File: config.mk
export PLATFORM = sky130hd
export DESIGN_NAME = integer_to_radix_ascii_core
export DESIGN_NICKNAME = d
export VERILOG_FILES = /design/src/rtl/core/i2ra_pkg.sv /design/src/rtl/core/i2ra_ram.sv /design/src/rtl/core/i2ra_fifo.sv /design/src/rtl/core/i2ra_front.sv /design/src/rtl/core/i2ra_back.sv /design/src/rtl/core/integer_to_radix_ascii_core.sv
export VERILOG_INCLUDE_DIRS = /design/src /design/src/rtl/core
export SDC_FILE = /design/constraint.sdc
export NUM_CORES = 1
export LEC_CHECK = 0
export BUFFER_PORTS_ARGS = -buffer_cell sky130_fd_sc_hd__clkbuf_2
export CORE_MARGIN = 4
export CORE_UTILIZATION = 25
export CTS_BUF_LIST = sky130_fd_sc_hd__clkbuf_4 sky130_fd_sc_hd__clkbuf_8
export DETAILED_ROUTE_END_ITERATION = 10
export HOLD_SLACK_MARGIN = 0.15
export PLACE_DENSITY = 0.46
export SYNTH_ARGS = -nofsm -noshare
export SYNTH_HDL_FRONTEND = slang
export SYNTH_HIERARCHICAL = 1
export SYNTH_SLANG_ARGS = --single-unit
File: constraint.sdc
create_clock -name clk -period 16.8 [get_ports clk]
set_input_delay 0.84 -clock clk [delete_from_list [all_inputs] [get_ports clk]]
set_output_delay 0.84 -clock clk [all_outputs]
set_load 0.05 [all_outputs]
File: src/rtl/core/integer_to_radix_ascii_core_assert.svh
// assertion macros for the integer to radix ascii core
// expects clk and arst_n in the scope where a macro is used
`ifndef INTEGER_TO_RADIX_ASCII_CORE_ASSERT_SVH
`define INTEGER_TO_RADIX_ASCII_CORE_ASSERT_SVH

// same-cycle implication, off during reset
`define I2RA_ASSERT_IMP(name, ante, cons) \
	name: assert property (@(posedge clk) disable iff (!arst_n) (ante) |-> (cons)) \
		else $error("i2ra assertion failed");

// next-cycle implication, off during reset
`define I2RA_ASSERT_NXT(name, ante, cons) \
	name: assert property (@(posedge clk) disable iff (!arst_n) (ante) |=> (cons)) \
		else $error("i2ra assertion failed");

`endif

File: src/rtl/core/i2ra_pkg.sv
// shared types and constants of the integer to radix ascii core
// no dependencies
package i2ra_pkg;

	// bits of the magnitude consumed per divider cycle
	localparam int STEP_BITS = 8;

	localparam logic [4:0] RADIX_MIN = 5'd2;
	localparam logic [4:0] RADIX_MAX = 5'd16;
	localparam logic [4:0] RADIX_TEN = 5'd10;

	localparam logic [6:0] MINUS_CHAR = 7'h2D;
	localparam logic [6:0] ERROR_CHAR = 7'h00;

	// classified transaction handed from front to back
	typedef struct packed {
		logic       err;
		logic       sign;
		logic       pow2;
		logic [2:0] shamt;
		logic [4:0] radix;
	} cls_t;

	typedef enum logic [4:0] {
		ST_IDLE = 5'b00001,
		ST_DIV  = 5'b00010,
		ST_SIGN = 5'b00100,
		ST_READ = 5'b01000,
		ST_EMIT = 5'b10000
	} back_state_t;

	// digit value to ascii, 0-9 then uppercase A-F
	function automatic logic [6:0] digit_char(input logic [3:0] d);
		logic [6:0] c;
		if (d < 4'd10) begin
			c = 7'h30 + {3'b000, d};
		end else begin
			c = 7'h37 + {3'b000, d};
		end
		return c;
	endfunction

endpackage

File: src/rtl/core/i2ra_ram.sv
// generic single write port, single read port ram with registered read
// no dependencies
module i2ra_ram #(
	parameter int WIDTH = 4,
	parameter int DEPTH = 32
) (
	input  logic                     clk,
	input  logic                     we,
	input  logic [$clog2(DEPTH)-1:0] waddr,
	input  logic [WIDTH-1:0]         wdata,
	input  logic                     re,
	input  logic [$clog2(DEPTH)-1:0] raddr,
	output logic [WIDTH-1:0]         rdata
);

	logic [WIDTH-1:0] mem_q [DEPTH];
	logic [WIDTH-1:0] rdata_q;

	always_ff @(posedge clk) begin
		if (we) begin
			mem_q[waddr] <= wdata;
		end
		if (re) begin
			rdata_q <= mem_q[raddr];
		end
	end

	assign rdata = rdata_q;

endmodule

File: src/rtl/core/i2ra_fifo.sv
// short queue between the front and back parts
// no dependencies
module i2ra_fifo #(
	parameter int WIDTH = 43,
	parameter int DEPTH = 2
) (
	input  logic             clk,
	input  logic             arst_n,
	input  logic             push,
	input  logic [WIDTH-1:0] wdata,
	input  logic             pop,
	output logic [WIDTH-1:0] rdata,
	output logic             full,
	output logic             empty
);

	localparam int AW = (DEPTH > 1) ? $clog2(DEPTH) : 1;
	localparam int CW = $clog2(DEPTH + 1);

	logic [WIDTH-1:0] mem_q [DEPTH];
	logic [AW-1:0]    wr_q;
	logic [AW-1:0]    rd_q;
	logic [CW-1:0]    cnt_q;

	always_ff @(posedge clk) begin
		if (push) begin
			mem_q[wr_q] <= wdata;
		end
	end

	always_ff @(posedge clk or negedge arst_n) begin
		if (!arst_n) begin
			wr_q  <= '0;
			rd_q  <= '0;
			cnt_q <= '0;
		end else begin
			if (push) begin
				wr_q <= (wr_q == AW'(DEPTH - 1)) ? '0 : wr_q + 1'b1;
			end
			if (pop) begin
				rd_q <= (rd_q == AW'(DEPTH - 1)) ? '0 : rd_q + 1'b1;
			end
			unique case ({push, pop})
				2'b10: cnt_q <= cnt_q + 1'b1;
				2'b01: cnt_q <= cnt_q - 1'b1;
				default: cnt_q <= cnt_q;
			endcase
		end
	end

	assign rdata = mem_q[rd_q];
	assign full  = (cnt_q == CW'(DEPTH));
	assign empty = (cnt_q == '0);

endmodule

File: src/rtl/core/i2ra_front.sv
// front part: accepts input transactions, classifies radix and sign, takes magnitude
// depends on i2ra_pkg
module i2ra_front #(
	parameter int VALUE_BITS = 32
) (
	input  logic                         clk,
	input  logic                         arst_n,
	input  logic                         in_valid,
	output logic                         in_stall,
	input  logic signed [VALUE_BITS-1:0] value,
	input  logic [4:0]                   radix,
	output logic                         push,
	input  logic                         full,
	output logic [VALUE_BITS-1:0]        mag,
	output i2ra_pkg::cls_t               cls
);

	logic [VALUE_BITS-1:0] value_u;
	logic                  neg;
	logic [VALUE_BITS-1:0] mag_d;
	i2ra_pkg::cls_t        cls_d;

	logic                  valid_s1;
	logic [VALUE_BITS-1:0] mag_s1;
	i2ra_pkg::cls_t        cls_s1;

	assign value_u = VALUE_BITS'(unsigned'(value));
	assign neg     = value_u[VALUE_BITS-1];
	// unsigned negation, so the most negative value gives 2^(VALUE_BITS-1)
	assign mag_d   = neg ? (~value_u + 1'b1) : value_u;

	always_comb begin
		cls_d.err   = (radix < i2ra_pkg::RADIX_MIN) || (radix > i2ra_pkg::RADIX_MAX);
		cls_d.sign  = neg && (radix == i2ra_pkg::RADIX_TEN);
		cls_d.radix = radix;
		cls_d.pow2  = 1'b1;
		unique case (radix)
			5'd2:    cls_d.shamt = 3'd1;
			5'd4:    cls_d.shamt = 3'd2;
			5'd8:    cls_d.shamt = 3'd3;
			5'd16:   cls_d.shamt = 3'd4;
			default: begin
				cls_d.pow2  = 1'b0;
				cls_d.shamt = 3'd0;
			end
		endcase
	end

	assign in_stall = valid_s1 && full;
	assign push     = valid_s1 && !full;

	always_ff @(posedge clk or negedge arst_n) begin
		if (!arst_n) begin
			valid_s1 <= 1'b0;
		end else if (!in_stall) begin
			valid_s1 <= in_valid;
		end
	end

	always_ff @(posedge clk) begin
		if (in_valid && !in_stall) begin
			mag_s1 <= mag_d;
			cls_s1 <= cls_d;
		end
	end

	assign mag = mag_s1;
	assign cls = cls_s1;

endmodule

File: src/rtl/core/i2ra_back.sv
// back part: digit divider, digit store and character output register
// depends on i2ra_pkg and i2ra_ram
module i2ra_back #(
	parameter int VALUE_BITS = 32
) (
	input  logic                  clk,
	input  logic                  arst_n,
	input  logic                  q_empty,
	input  logic [VALUE_BITS-1:0] q_mag,
	input  i2ra_pkg::cls_t        q_cls,
	output logic                  q_pop,
	output logic                  out_valid,
	input  logic                  out_stall,
	output logic [6:0]            character,
	output logic                  last,
	output logic                  error
);

	localparam int SB     = i2ra_pkg::STEP_BITS;
	localparam int CHUNKS = (VALUE_BITS + SB - 1) / SB;
	localparam int WBITS  = CHUNKS * SB;
	localparam int KW     = (CHUNKS > 1) ? $clog2(CHUNKS) : 1;
	localparam int DA     = $clog2(VALUE_BITS);

	i2ra_pkg::back_state_t state_q;
	logic [WBITS-1:0] work_q;
	logic [3:0]       rem_q;
	logic [4:0]       radix_q;
	logic             pow2_q;
	logic [2:0]       shamt_q;
	logic             sign_q;
	logic [KW-1:0]    chunk_q;
	logic [DA-1:0]    cnt_q;
	logic [DA-1:0]    idx_q;

	logic             out_valid_q;
	logic [6:0]       out_char_q;
	logic             out_last_q;
	logic             out_err_q;

	logic [3:0]       step_rem;
	logic [SB-1:0]    step_bits;
	logic [WBITS-1:0] quot;
	logic             digit_done;
	logic [3:0]       digit_val;

	logic             slot_free;
	logic             out_load;
	logic [6:0]       out_char_d;
	logic             out_last_d;
	logic             out_err_d;
	logic             ram_we;
	logic             ram_re;
	logic [DA-1:0]    ram_raddr;
	logic [3:0]       ram_rdata;

	// one chunk of restoring long division, msb first
	always_comb begin : div_step
		logic [3:0] r;
		logic [4:0] t;
		r         = rem_q;
		step_bits = '0;
		for (int b = 0; b < SB; b++) begin
			t = {r, work_q[WBITS-1-b]};
			if (t >= radix_q) begin
				t = t - radix_q;
				step_bits[SB-1-b] = 1'b1;
			end
			r = t[3:0];
		end
		step_rem = r;
	end

	assign digit_done = pow2_q || (chunk_q == KW'(CHUNKS - 1));
	assign quot       = pow2_q ? (work_q >> shamt_q) : ((work_q << SB) | WBITS'(step_bits));
	assign digit_val  = pow2_q ? (work_q[3:0] & (radix_q[3:0] - 4'd1)) : step_rem;

	always_comb begin
		slot_free  = !out_valid_q || !out_stall;
		out_load   = 1'b0;
		out_char_d = i2ra_pkg::ERROR_CHAR;
		out_last_d = 1'b0;
		out_err_d  = 1'b0;
		q_pop      = 1'b0;
		ram_we     = 1'b0;
		ram_re     = 1'b0;
		ram_raddr  = idx_q;
		unique case (state_q)
			i2ra_pkg::ST_IDLE: begin
				if (!q_empty && (!q_cls.err || slot_free)) begin
					q_pop = 1'b1;
					if (q_cls.err) begin
						out_load   = 1'b1;
						out_last_d = 1'b1;
						out_err_d  = 1'b1;
					end
				end
			end
			i2ra_pkg::ST_DIV: begin
				ram_we = digit_done;
			end
			i2ra_pkg::ST_SIGN: begin
				if (slot_free) begin
					out_load   = 1'b1;
					out_char_d = i2ra_pkg::MINUS_CHAR;
				end
			end
			i2ra_pkg::ST_READ: begin
				ram_re = 1'b1;
			end
			i2ra_pkg::ST_EMIT: begin
				if (slot_free) begin
					out_load   = 1'b1;
					out_char_d = i2ra_pkg::digit_char(ram_rdata);
					out_last_d = (idx_q == '0);
					// prefetch the next digit down
					if (idx_q != '0) begin
						ram_re    = 1'b1;
						ram_raddr = idx_q - 1'b1;
					end
				end
			end
			default: ;
		endcase
	end

	always_ff @(posedge clk or negedge arst_n) begin
		if (!arst_n) begin
			state_q     <= i2ra_pkg::ST_IDLE;
			work_q      <= '0;
			rem_q       <= '0;
			radix_q     <= '0;
			pow2_q      <= 1'b0;
			shamt_q     <= '0;
			sign_q      <= 1'b0;
			chunk_q     <= '0;
			cnt_q       <= '0;
			idx_q       <= '0;
			out_valid_q <= 1'b0;
			out_char_q  <= '0;
			out_last_q  <= 1'b0;
			out_err_q   <= 1'b0;
		end else begin
			if (slot_free) begin
				out_valid_q <= out_load;
			end
			if (out_load) begin
				out_char_q <= out_char_d;
				out_last_q <= out_last_d;
				out_err_q  <= out_err_d;
			end
			unique case (state_q)
				i2ra_pkg::ST_IDLE: begin
					if (!q_empty && !q_cls.err) begin
						work_q  <= WBITS'(q_mag);
						rem_q   <= '0;
						radix_q <= q_cls.radix;
						pow2_q  <= q_cls.pow2;
						shamt_q <= q_cls.shamt;
						sign_q  <= q_cls.sign;
						chunk_q <= '0;
						cnt_q   <= '0;
						state_q <= i2ra_pkg::ST_DIV;
					end
				end
				i2ra_pkg::ST_DIV: begin
					work_q <= quot;
					rem_q  <= digit_done ? 4'd0 : step_rem;
					if (digit_done) begin
						chunk_q <= '0;
						cnt_q   <= cnt_q + 1'b1;
						if (quot == '0) begin
							idx_q   <= cnt_q;
							state_q <= sign_q ? i2ra_pkg::ST_SIGN : i2ra_pkg::ST_READ;
						end
					end else begin
						chunk_q <= chunk_q + 1'b1;
					end
				end
				i2ra_pkg::ST_SIGN: begin
					if (slot_free) begin
						state_q <= i2ra_pkg::ST_READ;
					end
				end
				i2ra_pkg::ST_READ: begin
					state_q <= i2ra_pkg::ST_EMIT;
				end
				i2ra_pkg::ST_EMIT: begin
					if (slot_free) begin
						if (idx_q == '0) begin
							state_q <= i2ra_pkg::ST_IDLE;
						end else begin
							idx_q <= idx_q - 1'b1;
						end
					end
				end
				default: state_q <= i2ra_pkg::ST_IDLE;
			endcase
		end
	end

	i2ra_ram #(
		.WIDTH(4),
		.DEPTH(VALUE_BITS)
	) u_digits (
		.clk  (clk),
		.we   (ram_we),
		.waddr(cnt_q),
		.wdata(digit_val),
		.re   (ram_re),
		.raddr(ram_raddr),
		.rdata(ram_rdata)
	);

	assign out_valid = out_valid_q;
	assign character = out_char_q;
	assign last      = out_last_q;
	assign error     = out_err_q;

endmodule

File: src/rtl/core/integer_to_radix_ascii_core.sv
// top level of the integer to radix ascii converter
// depends on i2ra_pkg, i2ra_front, i2ra_fifo, i2ra_back and the assertion header
//
//  channel | direction | handshake          | payload
//  --------+-----------+--------------------+------------------------------
//  in      | sink      | in_valid/in_stall  | value (signed), radix
//  out     | source    | out_valid/out_stall| character, last, error
//
// the front register takes a transaction every cycle until the queue fills
// per conversion: one pop from the queue, then one divider pass per digit, then the
// minus sign if any, one read of the top digit and one character per digit
// a divider pass is ceil(VALUE_BITS/8) steps (4 at 32 bits), 1 for radix 2, 4, 8, 16
// a bad radix gives a single error character; reset clears all control state, no clearing pass
`include "integer_to_radix_ascii_core_assert.svh"

module integer_to_radix_ascii_core #(
	parameter int VALUE_BITS = 32
) (
	input  logic                         clk,
	input  logic                         arst_n,
	input  logic                         in_valid,
	output logic                         in_stall,
	input  logic signed [VALUE_BITS-1:0] value,
	input  logic [4:0]                   radix,
	output logic                         out_valid,
	input  logic                         out_stall,
	output logic [6:0]                   character,
	output logic                         last,
	output logic                         error
);

	localparam int CLS_BITS = $bits(i2ra_pkg::cls_t);
	localparam int QW       = VALUE_BITS + CLS_BITS;

	// front to queue
	logic                  q_push;
	logic                  q_full;
	logic [VALUE_BITS-1:0] f_mag;
	i2ra_pkg::cls_t        f_cls;

	// queue to back
	logic                  q_pop;
	logic                  q_empty;
	logic [QW-1:0]         q_rdata;
	logic [VALUE_BITS-1:0] b_mag;
	i2ra_pkg::cls_t        b_cls;

	// accept, classify radix and sign, take the magnitude
	i2ra_front #(
		.VALUE_BITS(VALUE_BITS)
	) u_front (
		.clk     (clk),
		.arst_n  (arst_n),
		.in_valid(in_valid),
		.in_stall(in_stall),
		.value   (value),
		.radix   (radix),
		.push    (q_push),
		.full    (q_full),
		.mag     (f_mag),
		.cls     (f_cls)
	);

	// two-entry decoupling queue of classified transactions
	i2ra_fifo #(
		.WIDTH(QW),
		.DEPTH(2)
	) u_queue (
		.clk   (clk),
		.arst_n(arst_n),
		.push  (q_push),
		.wdata ({f_mag, f_cls}),
		.pop   (q_pop),
		.rdata (q_rdata),
		.full  (q_full),
		.empty (q_empty)
	);

	assign b_mag = q_rdata[QW-1:CLS_BITS];
	assign b_cls = i2ra_pkg::cls_t'(q_rdata[CLS_BITS-1:0]);

	// digit generation and character streaming
	i2ra_back #(
		.VALUE_BITS(VALUE_BITS)
	) u_back (
		.clk      (clk),
		.arst_n   (arst_n),
		.q_empty  (q_empty),
		.q_mag    (b_mag),
		.q_cls    (b_cls),
		.q_pop    (q_pop),
		.out_valid(out_valid),
		.out_stall(out_stall),
		.character(character),
		.last     (last),
		.error    (error)
	);

	// an error result is a lone zero character
	`I2RA_ASSERT_IMP(a_err_lone, out_valid && error, character == i2ra_pkg::ERROR_CHAR && last)
	// a minus sign is always followed by digits
	`I2RA_ASSERT_IMP(a_minus_leads, out_valid && !error && character == i2ra_pkg::MINUS_CHAR, !last)
	// queue flags never contradict
	`I2RA_ASSERT_IMP(a_queue_flags, q_full, !q_empty)
	// a push into an empty queue is visible next cycle
	`I2RA_ASSERT_NXT(a_queue_push, q_push && q_empty, !q_empty)

endmodule

==> results.txt, run 1 <==
STA classifies the critical path endpoint as a register. The logs give 11110 for the via count and 0 for the total count of hold-check failures in the final report. The number of setup buffers added after CTS is 0.

Across the run, the number of max-cap violations was 0. For the total core area, the log shows 69070 um^2. The most frequent cell after synthesis was sky130_fd_sc_hd__edfxtp_1. The critical setup path kind was reg2reg.

The logs give 0 for the post-route antenna net violation count and 18800 um^2 for the cell area after placement. Data on the critical path arrives at its endpoint at 13.31 ns. In this design, the largest share of critical-path delay is due to compound AO/OA/AOI/OAI gates.

The number of buffer cells added on primary ports is 51, and the sequential share of the synthesized area is 55.83%. The logs give 76.57 MHz for the fmax and 643 for the number of DRC violations after detailed-routing iteration 0. The tightest min-delay check is of the reg2reg type.

Counting cells, the worst reg-to-reg path comes to 43. For the TritonCTS buffer count, the log shows 60. The tools report the endpoint of the most critical register-to-register path as u_back/u_digits/mem_q[1][2].

Adding up every negative setup slack in the final design gives 0 ns. In the final layout, the share of cells above drive strength 1 is 22.63%. In this run, synthesis inferred 261 flip-flops with an integrated enable.

The count of instances resized after the clock tree is built is 0, and the routed length per instance is 18.76 um. The tools report the max-slew violation count as 0. TritonCTS built the clock tree. The overall overflow remaining after global route is 0, and the growth of design area from synthesis to finish is 14.23%.

The first global-routing pass estimated 69200 um of wire. The die area came out at 74440 um^2. The worst hold path begins at u_front/cls[4]. The final number of setup-violating endpoints came out at 0.

The largest net degree at the start of global routing is 59. The boundary pin count is 52. Overall die height: 272.8 um. The post-route clock skew is 0.03648 ns, and the post-route cell area is 20030 um^2. Slew at the pin closest to its max-slew limit: 1.351 ns.

Ratio of final minimum period to clock period: 77.74%. Among the stages of the critical path, the cell type that occurs most often is sky130_fd_sc_hd__ha_1. The largest driver fanout on the critical path is 32. For flop-to-flop paths, the worst setup slack is 3.74 ns. The fraction of registers with async set or reset after synthesis is 23.01%.

The run gives 3 as the number of antenna violations at the first check in global routing. The worst register-to-register path begins at u_back/radix_q[1]. Setup repair after global routing left no endpoint under its margin. Cell accounting for the most synthesized area: sky130_fd_sc_hd__edfxtp_1.

The ratio of routed vias to standard cells works out to 4.734. The clock drives 339 sinks. The mean cell area of the mapped netlist is 13.60 um^2. The number of detailed-route iterations in the first pass is 6, and the number of cell rows is 96. The maximum count of clock buffers along a single path is 3, and the fraction of synthesized cell area taken by the top area cell type is 44.69%.

The library cell used as clock root buffer was sky130_fd_sc_hd__clkbuf_8. Among all stages on the critical path, the largest delay is contributed by sky130_fd_sc_hd__a21oi_2. The cell area that synthesis handed to floorplanning was 17540 um^2.

Worst hold path endpoint: u_queue/mem_q[1][4]. The count of buffer and inverter cells on the critical path was 5. For the number of hold buffers added after cts, the log shows 1.

The run gives 0.66 ns as the latest clock arrival within the worst-skew pair. Global routing used 11.86% of the available tracks. Fill cells in the final layout number 7034. The initial utilization of the core area, before any placement, comes to 25.39%.

The wire-length estimate of the detail-placed layout is 29880 um. For the synthesized netlist cell count, the log shows 1289. By count the netlist is led by sky130_fd_sc_hd__edfxtp_1, sky130_fd_sc_hd__nand2_1, sky130_fd_sc_hd__o21ai_0.

Along the worst hold path, the cell count comes to 0. Primary flip-flop cell chosen by synthesis mapping: sky130_fd_sc_hd__edfxtp_1. For the worst hold slack across all endpoints, the log shows 0.4209 ns. Yosys mapped the design onto 75 distinct sky130hd cell types. The die span in x was 272.8 um; the clock-pin slew on the worst setup and hold paths was 0.06 ns. By area the synthesized netlist is led by sky130_fd_sc_hd__edfxtp_1, sky130_fd_sc_hd__dfrtp_1, sky130_fd_sc_hd__mux4_2. The tools report the normalized max-slew margin as 9.926%. The flip-flop and latch count after synthesis came out at 339.

The kind of launch point of the worst setup path is a register. The final layout contains routed wiring with a total length of 44010 um. The number of design rule violations left after detail routing came out at 0.

The flow ran to the end, and the final reports show no timing, DRC or antenna violations. The tools report the via count of the first global-routing pass as 11700. CTS built an H-tree with a depth of 2.

After the last flow step, the layout net total stands at 1461. The logs give 6 for the number of synthesis warnings and 1386 for the synthesized netlist net count. For the worst setup path, the data required time is 17.04 ns.

The maximum cell stage delay along the critical path was 1.03 ns; the global placer's final weighted congestion was 0.8148. The time the final worst path needs with I/O delays and setup was 13.06 ns.
[cells in the final DEF (no fill, tap or decap), types with 10 or more instances in the layout]
cell	instances
sky130_fd_sc_hd__nor2b_1	11
sky130_fd_sc_hd__clkinv_1	18
sky130_fd_sc_hd__xnor2_1	44
sky130_fd_sc_hd__o31ai_1	13
sky130_fd_sc_hd__inv_1	51
sky130_fd_sc_hd__a21o_1	14
sky130_fd_sc_hd__mux2_4	39
sky130_fd_sc_hd__nand3_1	17
sky130_fd_sc_hd__nand2b_1	10
sky130_fd_sc_hd__clkbuf_8	65
sky130_fd_sc_hd__edfxtp_1	261
sky130_fd_sc_hd__mux2i_1	39
sky130_fd_sc_hd__nor3_1	17
sky130_fd_sc_hd__mux4_2	65
sky130_fd_sc_hd__a221o_1	10
sky130_fd_sc_hd__xor2_1	16
sky130_fd_sc_hd__ha_1	48
sky130_fd_sc_hd__clkbuf_4	18
sky130_fd_sc_hd__a21oi_1	51
sky130_fd_sc_hd__nand2_1	86
sky130_fd_sc_hd__nor2_1	75
sky130_fd_sc_hd__clkbuf_2	50
sky130_fd_sc_hd__nand3b_1	11
sky130_fd_sc_hd__dfrtp_1	75
sky130_fd_sc_hd__o21ai_0	79
sky130_fd_sc_hd__mux2_2	23
sky130_fd_sc_hd__buf_4	19
sky130_fd_sc_hd__a22oi_1	33
[kinds of logic after synthesis]
kind of cell             Yosys count  synth area share [%]
buffers and inverters            109                 3.182
flip-flops                       339                 55.83
AND/OR/NAND/NOR                  284                 7.949
adder cells (fa/ha/maj)           56                 4.338
multiplexers                     167                 15.52
XOR/XNOR                          61                 3.047
AO/OA/AOI/OAI                    273                 10.13
[cell type report]
class / count / area [um^2] / area share (%)
clock buffers: 83 / 1030 / 5.141
multi-input cells: 841 / 7253 / 36.21
inverters: 52 / 195.2 / 0.9744
flip-flops and latches: 339 / 9793 / 48.89
diodes: 1 / 2.502 / 0.01249
repair buffers: 70 / 402.9 / 2.011
well taps: 931 / 1165 / 5.815
clock inverters: 29 / 188.9 / 0.9432
[worst reg2reg max path: cells and delay by family, from the launching register on]
family | cells | cell delay [ns]
compound gates | 24 | 7.23
simple gates | 3 | 0.37
buf+inv | 5 | 0.80
fa+ha+maj | 8 | 2.44
mux | 3 | 1.09
flops | 1 | 0.71
[metrics by stage]
| step | instances | setup WS (ns) | utilization, % |
|---|---|---|---|
| global route | 2346 | 2.421 | 29.00 |
| CTS | 2345 | 3.706 | 29.00 |
| floorplan | 1289 | 5.544 | - |
| detailed placement | 2232 | 3.758 | 27.22 |
| finish | 2346 | 3.739 | 29.00 |
| global placement | 2232 | 4.228 | 27.22 |
[state kept, by name, indices dropped and copies added (netlist names), 2 cells and up]
name / flops
u_queue/mem_q: 86
u_front/cls: 11
u_back/character: 7
u_queue/cnt_q: 2
u_front/mag: 32
u_back/work_q: 32
u_back/shamt_q: 3
u_back/cnt_q: 5
u_back/rem_q: 4
u_back/idx_q: 5
u_back/radix_q: 5
u_back/u_digits/rdata: 4
u_back/state_q: 5
u_back/chunk_q: 2
u_back/u_digits/mem_q: 128
[worst max-delay path by stage]
| stage | from | endpoint | depth (start not counted) |
|---|---|---|---|
| floorplan | u_back/radix_q[1] | u_back/u_digits/mem_q[0][2] | 44 |
| global placement | u_back/radix_q[1] | u_back/u_digits/mem_q[8][2] | 43 |
| detailed placement | u_back/radix_q[1] | u_back/u_digits/mem_q[13][2] | 43 |
| CTS | u_back/radix_q[1] | u_back/u_digits/mem_q[1][2] | 43 |
| global route | u_back/radix_q[1] | u_back/u_digits/mem_q[1][2] | 46 |
| finish | u_back/radix_q[1] | u_back/u_digits/mem_q[1][2] | 43 |
[layer usage]
layer | GRT usage, % | part of all wire (%)
met5 | 0 | 0.048
met4 | 4.711 | 3.3
met3 | 2.300 | 4.7
met2 | 19.23 | 47
met1 | 15.68 | 45
Power of run 1 is not shown: default switching activity piles up to over one toggle a cycle in this logic, so the estimate is an artifact.
==> inputs of run 2 (changes only) <==
- clock period: 16.8 -> 12.5 ns (I/O delays scaled with it)
==> run 2 against run 1 <==
Clock skew increased by 0.015 ns. Via count is 0.12% higher. Setup slack got worse by 2.7 ns. Critical path depth is 1 higher.
==> results.txt, run 2 (synthesized netlist as in run 1, its figures left out) <==
The via count of the first global-routing pass is 11440 (was 11700), and the number of detailed-route iterations in the first pass is 5 (was 6). The clock-pin slew on the worst setup and hold paths works out to 0.06 ns (about the same). Endpoint class of the critical path: a register (unchanged). The run gives 11120 (was 11110) as the via count.

The overall routing resource usage came out at 11.76% (was 11.86%). The final HPWL from detailed placement came out at 30130 um (was 29880 um). The run gives 96 (unchanged) as the number of cell rows. The library cell used as clock root buffer was sky130_fd_sc_hd__clkbuf_8 (unchanged). The run gives 0 (unchanged) as the total count of hold-check failures in the final report.

The total core area was 69070 um^2 (unchanged); the number of nets at the end of the flow was 1472 (was 1461). The logs give 0.8383 (was 0.8148) for the global placer's final weighted congestion and 25.39% (unchanged) for the initial core utilization. The largest driver fanout on the critical path is 9 (was 32). Critical setup path kind: reg2reg (unchanged). The routed length per instance was 18.65 um (was 18.76 um).

Cell seen most often among critical-path stages: sky130_fd_sc_hd__ha_1 (unchanged). The most flop-heavy register is u_back/u_digits/mem_q (unchanged). The time the final worst path needs with I/O delays and setup was 11.46 ns (was 13.06 ns); the die span in x was 272.8 um (unchanged).

The run finished with clean final reports. The TritonCTS buffer count was 61 (was 60). For the overall overflow remaining after global route, the log shows 0 (unchanged). The overall die height was 272.8 um (unchanged). The tools report the number of design rule violations left after detail routing as 0 (unchanged). The post-route clock skew is 0.05194 ns (was 0.03648 ns). The boundary pin count was 52 (unchanged); the count of filler cells inserted in the layout was 7018 (was 7034). Summed negative setup slack over all endpoints: 0 ns (unchanged). Number of flip-flops in the largest register: 128 (unchanged). Kind of path behind the tightest hold check: in2reg (was reg2reg). The ratio of routed vias to standard cells was 4.711 (was 4.734); the number of DRC violations after detailed-routing iteration 0 was 761 (was 643). The tools report the critical path launch point as u_back/rem_q[2] (was u_back/radix_q[1]).

The largest net degree at the start of global routing is 59 (unchanged). The CTS sink count came out at 339 (unchanged). The routed wire length is 44030 um (was 44010 um).

The critical path's top delay family was compound AO/OA/AOI/OAI gates (unchanged). Registers with the highest flip-flop counts: u_back/u_digits/mem_q x128, u_queue/mem_q x86 (unchanged). The number of antenna violations at the first check in global routing came out at 1 (was 3). The die area came out at 74440 um^2 (unchanged). The number of buffers added for setup after CTS was 0 (unchanged); the maximum level of the CTS H-tree was 2 (unchanged).

For the fmax, the log shows 87.25 MHz (was 76.57 MHz). TritonCTS built the clock tree. The growth of design area from synthesis to finish is 15.33% (was 14.23%), and the maximum cell stage delay along the critical path is 0.48 ns (was 1.03 ns). The run gives 41.33% (was 9.926%) as the normalized max-slew margin. The launch point of the worst hold path was in_valid (was u_front/cls[4]). The share of final-layout standard cells stronger than drive strength 1 was 23.67% (was 22.63%). Setup repair after global routing left no endpoint under its margin. The logs give 0 (unchanged) for the max-slew violation count and 0 (unchanged) for the final number of setup-violating endpoints. The number of violations of the max-capacitance limit is 0 (unchanged). Number of buffer cells added on primary ports: 51 (unchanged). Leading cell types in the layout, fill and taps excluded: sky130_fd_sc_hd__edfxtp_1, sky130_fd_sc_hd__nand2_1, sky130_fd_sc_hd__nor2_1, sky130_fd_sc_hd__dfrtp_1, sky130_fd_sc_hd__o21ai_0 (was sky130_fd_sc_hd__edfxtp_1, sky130_fd_sc_hd__nand2_1, sky130_fd_sc_hd__o21ai_0). Startpoint of the most critical register-to-register path: u_back/rem_q[2] (was u_back/radix_q[1]). The tools report the worst path required time as 13.07 ns (was 17.04 ns).

The arrival time reported for the critical path endpoint is 12.03 ns (was 13.31 ns). The first-pass GRT wire length came out at 68510 um (was 69200 um). The tools report the kind of launch point of the worst setup path as a register (unchanged).

The slew at the pin closest to its max-slew limit is 0.8782 ns (was 1.351 ns). The count of buffer and inverter cells on the critical path was 2 (was 5). The standard cell with the maximum stage delay on the critical path is sky130_fd_sc_hd__nor4_4 (was sky130_fd_sc_hd__a21oi_2). For the maximum count of clock buffers along a single path, the log shows 3 (unchanged). The post-route antenna net violation count was 0 (unchanged).

The most common library cell in the layout ignoring fill and taps is sky130_fd_sc_hd__edfxtp_1 (unchanged). The ratio of final minimum period to clock period came out at 91.69% (was 77.74%). The tools report the latest clock arrival within the worst-skew pair as 0.67 ns (was 0.66 ns).
-- run 2: cell type report --
class,count,area [um^2],share of cell area [%]
Tap cell,931,1165,5.760
Sequential cell,339,9793,48.43
Multi-Input combinational cell,841,7261,35.90
Clock inverter,31,275.3,1.361
Antenna cell,1,2.502,0.01237
Inverter,52,195.2,0.9652
Timing Repair Buffer,80,480.5,2.376
Clock buffer,85,1051,5.197
-- run 2: stage by stage --
step	hold slack (ns)	setup WS [ns]	std cells	util, %	area (um^2)
after floorplan	0.3294	1.244	1289	-	17540
after detailed placement	0.4306	0.3696	2241	27.32	18870
after global routing	0.1885	0.01750	2360	29.28	20220
after CTS	0.1573	0.3364	2359	29.27	20210
final	0.2192	1.039	2360	29.28	20220
after global placement	0.4226	0.8995	2241	27.32	18870
-- run 2: what timing repair did --
item	in CTS	in global routing
gates resized for setup	0	7
hold buffers	2	0
setup endpoints to repair	0	137
endpoints found under the hold margin	24	0
-- run 2: worst register-to-register path, delay by kind of cell, from the launching register on --
kind	cells	cell delay, ns
buffers and inverters	2	0.19
multiplexers	6	2.00
flip-flops	1	0.40
AND/OR/NAND/NOR	6	1.32
AO/OA/AOI/OAI	22	5.04
adder cells (fa/ha/maj)	8	2.44
-- run 2: layer usage --
metal / track usage (%) / part of all wire, % / vias up
met5: 0 / 0 / -
met4: 4.316 / 2.6 / 0
met3: 1.861 / 4.2 / 68
met2: 18.52 / 47 / 275
met1: 16.42 / 46 / 5603
li1: - / - / 5172
-- run 2: final timing paths --
kind                                        end  slack (ns)  cells after the start
setup / recovery                u_back/idx_q[1]        1.04                     44
hold / removal                 u_front/valid_s1        0.22                      2
setup reg to reg                u_back/idx_q[1]        1.04                     44
hold reg to reg            u_queue/mem_q[1][33]        0.42                      0
max in group asynchronous     u_back/shamt_q[1]       10.92                      3
min in group asynchronous      u_back/work_q[2]        0.42                      2
Power of run 2 is left out for the same reason.
==> inputs of run 3 (changes only) <==
--- a/config.mk
+++ b/config.mk
@@ -9,2 +9,3 @@
 export BUFFER_PORTS_ARGS = -buffer_cell sky130_fd_sc_hd__clkbuf_2
+export CORE_ASPECT_RATIO = 1.25
 export CORE_MARGIN = 4
--- a/constraint.sdc
+++ b/constraint.sdc
@@ -3,2 +3,2 @@
 set_output_delay 0.625 -clock clk [all_outputs]
-set_load 0.05 [all_outputs]
+set_load 0.1 [all_outputs]
==> run 3 against run 2 <==
Count of clock-buffer cells in the layout down 5. Via count down 1.1%. Routed wire length down 1.3%. Non-clock buffer count down 2. Maximum frequency up 0.58%. Cell area down 0.97%. Largest cell class unchanged. Highest routed layer unchanged.
==> results.txt, run 3 (synthesized netlist as in run 1, its figures left out) <==
The run gives 0.64 ns (was 0.67 ns) as the latest clock arrival within the worst-skew pair. The slew at the pin closest to its max-slew limit came out at 1.139 ns (was 0.8782 ns). The tools report the kind of launch point of the worst setup path as a register (unchanged). The time the final worst path needs with I/O delays and setup is 11.40 ns (was 11.46 ns). The maximum cell stage delay along the critical path came out at 0.52 ns (was 0.48 ns).

The largest net degree at the start of global routing is 60 (was 59). The most flop-heavy register was u_back/u_digits/mem_q (unchanged). The run gives 69460 um^2 (was 69070 um^2) as the total core area. The arrival time reported for the critical path endpoint was 11.96 ns (was 12.03 ns); the routed length per instance was 18.49 um (was 18.65 um). The share of final-layout standard cells stronger than drive strength 1 works out to 23.43% (was 23.67%). The detailed-route wire length on metal 1 is 18710 um (was 20380 um), and the cell count after placement is 2244 (was 2241).

Normalized max-slew margin: 24.10% (was 41.33%). The TritonCTS buffer count is 55 (was 61). The run gives 0 ns (unchanged) as the summed negative setup slack over all endpoints.

The tools report the launch point of the worst hold path as in_valid (unchanged). Initial core utilization: 25.25% (was 25.39%). The library cell used as clock root buffer was sky130_fd_sc_hd__clkbuf_8 (unchanged). For the number of nets at the end of the flow, the log shows 1464 (was 1472).

The overall routing resource usage is 11.46% (was 11.76%). Registers with the highest flip-flop counts: u_back/u_digits/mem_q x128, u_queue/mem_q x86 (unchanged). Highest routed metal layer: met4 (unchanged).

The cell seen most often among critical-path stages is sky130_fd_sc_hd__ha_1 (unchanged). For the post-route clock skew, the log shows 0.03784 ns (was 0.05194 ns). The maximum count of clock buffers along a single path was 3 (unchanged); the die area was 74470 um^2 (was 74440 um^2). The number of buffer cells added on primary ports came out at 51 (unchanged). The worst setup slack for register-to-register paths is 1.10 ns (was 1.04 ns).

The run gives 339 (unchanged) as the CTS sink count. The run gives 0 (unchanged) as the post-route antenna net violation count. The standard cell with the maximum stage delay on the critical path is sky130_fd_sc_hd__nor4_4 (unchanged). The clock-pin slew on the worst setup and hold paths works out to 0.06 ns (about the same).

The run gives 713 (was 761) as the number of DRC violations after detailed-routing iteration 0. The largest driver fanout on the critical path works out to 9 (unchanged). The via count is 10990 (was 11120), and the maximum level of the CTS H-tree is 2 (unchanged). Startpoint of the most critical register-to-register path: u_back/rem_q[2] (unchanged). The endpoint class of the critical path is a register (unchanged). The worst hold slack across all endpoints was 0.2161 ns (was 0.2192 ns).

The number of violations of the max-capacitance limit came out at 0 (unchanged). The overall die height was 304.1 um (was 272.8 um). The total count of hold-check failures in the final report is 0 (unchanged), and the routed wire length is 43440 um (was 44030 um). For the overall overflow remaining after global route, the log shows 0 (unchanged). TritonCTS built the clock tree. The fmax came out at 87.76 MHz (was 87.25 MHz). The run finished with clean final reports. The number of flip-flops in the largest register came out at 128 (unchanged). The global placer's final weighted congestion was 0.8479 (was 0.8383); the met2 routed wirelength was 21760 um (was 20650 um). The logs give 0 (unchanged) for the number of buffers added for setup after CTS and 0 (unchanged) for the final number of setup-violating endpoints. The die span in x came out at 244.9 um (was 272.8 um). Setup repair after global routing left no endpoint under its margin. The logs give 52 (unchanged) for the boundary pin count and 1 (unchanged) for the number of antenna violations at the first check in global routing.

Leading cell types in the layout, fill and taps excluded: sky130_fd_sc_hd__edfxtp_1, sky130_fd_sc_hd__nand2_1, sky130_fd_sc_hd__nor2_1, sky130_fd_sc_hd__dfrtp_1, sky130_fd_sc_hd__o21ai_0 (unchanged). The tools report the max-slew violation count as 0 (unchanged). The kind of path behind the tightest hold check was in2reg (unchanged). The count of buffer and inverter cells on the critical path came out at 4 (was 2).

Critical setup path kind: reg2reg (unchanged). The final cell count without fillers is 2349 (was 2360). The count of filler cells inserted in the layout is 7102 (was 7018). The final HPWL from detailed placement was 30350 um (was 30130 um). Growth of design area from synthesis to finish: 14.21% (was 15.33%). The run gives 1926 um (was 1838 um) as the length of routed met3 wiring.

The most common library cell in the layout ignoring fill and taps was sky130_fd_sc_hd__edfxtp_1 (unchanged). The worst path required time is 13.06 ns (was 13.07 ns), and the ratio of routed vias to standard cells is 4.680 (was 4.711). The number of cell rows came out at 108 (was 96). Critical path launch point: u_back/rem_q[2] (unchanged). The ratio of final minimum period to clock period is 91.16% (was 91.69%), and the number of detailed-route iterations in the first pass is 7 (was 5). For the number of design rule violations left after detail routing, the log shows 0 (unchanged). The first-pass GRT wire length is 67740 um (was 68510 um). The critical path's top delay family is compound AO/OA/AOI/OAI gates (unchanged). The tools report the via count of the first global-routing pass as 11350 (was 11440).
==> run 3: cell count changes in the layout (fill, tap and decap cells not counted), moves of 2 or more <==
cell and delta:
sky130_fd_sc_hd__clkinv_4 -2, sky130_fd_sc_hd__inv_6 +2, sky130_fd_sc_hd__clkinvlp_4 +2, sky130_fd_sc_hd__bufinv_16 -2, sky130_fd_sc_hd__clkbuf_4 +4, sky130_fd_sc_hd__clkinv_1 -6, sky130_fd_sc_hd__clkbuf_8 -9, sky130_fd_sc_hd__clkinv_8 -2
==> run 3: worst paths after layout <==
kind	to	cells after the start
worst max-delay path	u_back/idx_q[3]	46
worst min-delay path	u_front/valid_s1	2
worst max register to register	u_back/idx_q[3]	46
worst min register to register	u_queue/mem_q[0][24]	0
max in group asynchronous	u_queue/rd_q	3
min in group asynchronous	u_back/work_q[29]	2
==> run 3: metrics by stage <==
stage / setup slack, ns / instance area [um^2] / util (%)
floorplan: 1.244 / 17540 / -
detailed placement: 0.1706 / 18860 / 27.16
global placement: 0.8294 / 18860 / 27.16
finish: 1.105 / 20030 / 28.83
CTS: 0.1571 / 20010 / 28.81
global route: 0.02745 / 20030 / 28.83
==> run 3: layer usage <==
metal  track usage, %  vias up
met4            3.716        0
met2            19.77      286
met5                0        -
li1                 -     5142
met3            1.780       72
met1            14.75     5493
==> run 3: area by class of cell <==
| cell class | count | area (um^2) | area share [%] |
|---|---|---|---|
| Timing Repair Buffer | 78 | 462.9 | 2.312 |
| Multi-Input combinational cell | 841 | 7264 | 36.27 |
| Clock buffer | 80 | 957.2 | 4.779 |
| Antenna cell | 1 | 2.502 | 0.01250 |
| Tap cell | 935 | 1170 | 5.842 |
| Sequential cell | 339 | 9793 | 48.90 |
| Inverter | 52 | 195.2 | 0.9746 |
| Clock inverter | 23 | 181.4 | 0.9059 |
==> run 3: worst register-to-register path, delay by kind of cell (launching register included) <==
family / cells / cell delay, ns
adder cells (fa/ha/maj): 8 / 2.54
flip-flops: 1 / 0.40
AO/OA/AOI/OAI: 25 / 5.70
AND/OR/NAND/NOR: 6 / 1.46
multiplexers: 3 / 0.92
buffers and inverters: 4 / 0.33
==> run 3: timing repair <==
| item | in CTS | in global routing |
|---|---|---|
| endpoints found under the hold margin | 19 | 0 |
| resized for setup | 0 | 9 |
| hold buffers | 1 | 0 |
| setup endpoints to repair | 0 | 140 |
Power of run 3 is left out for the same reason.
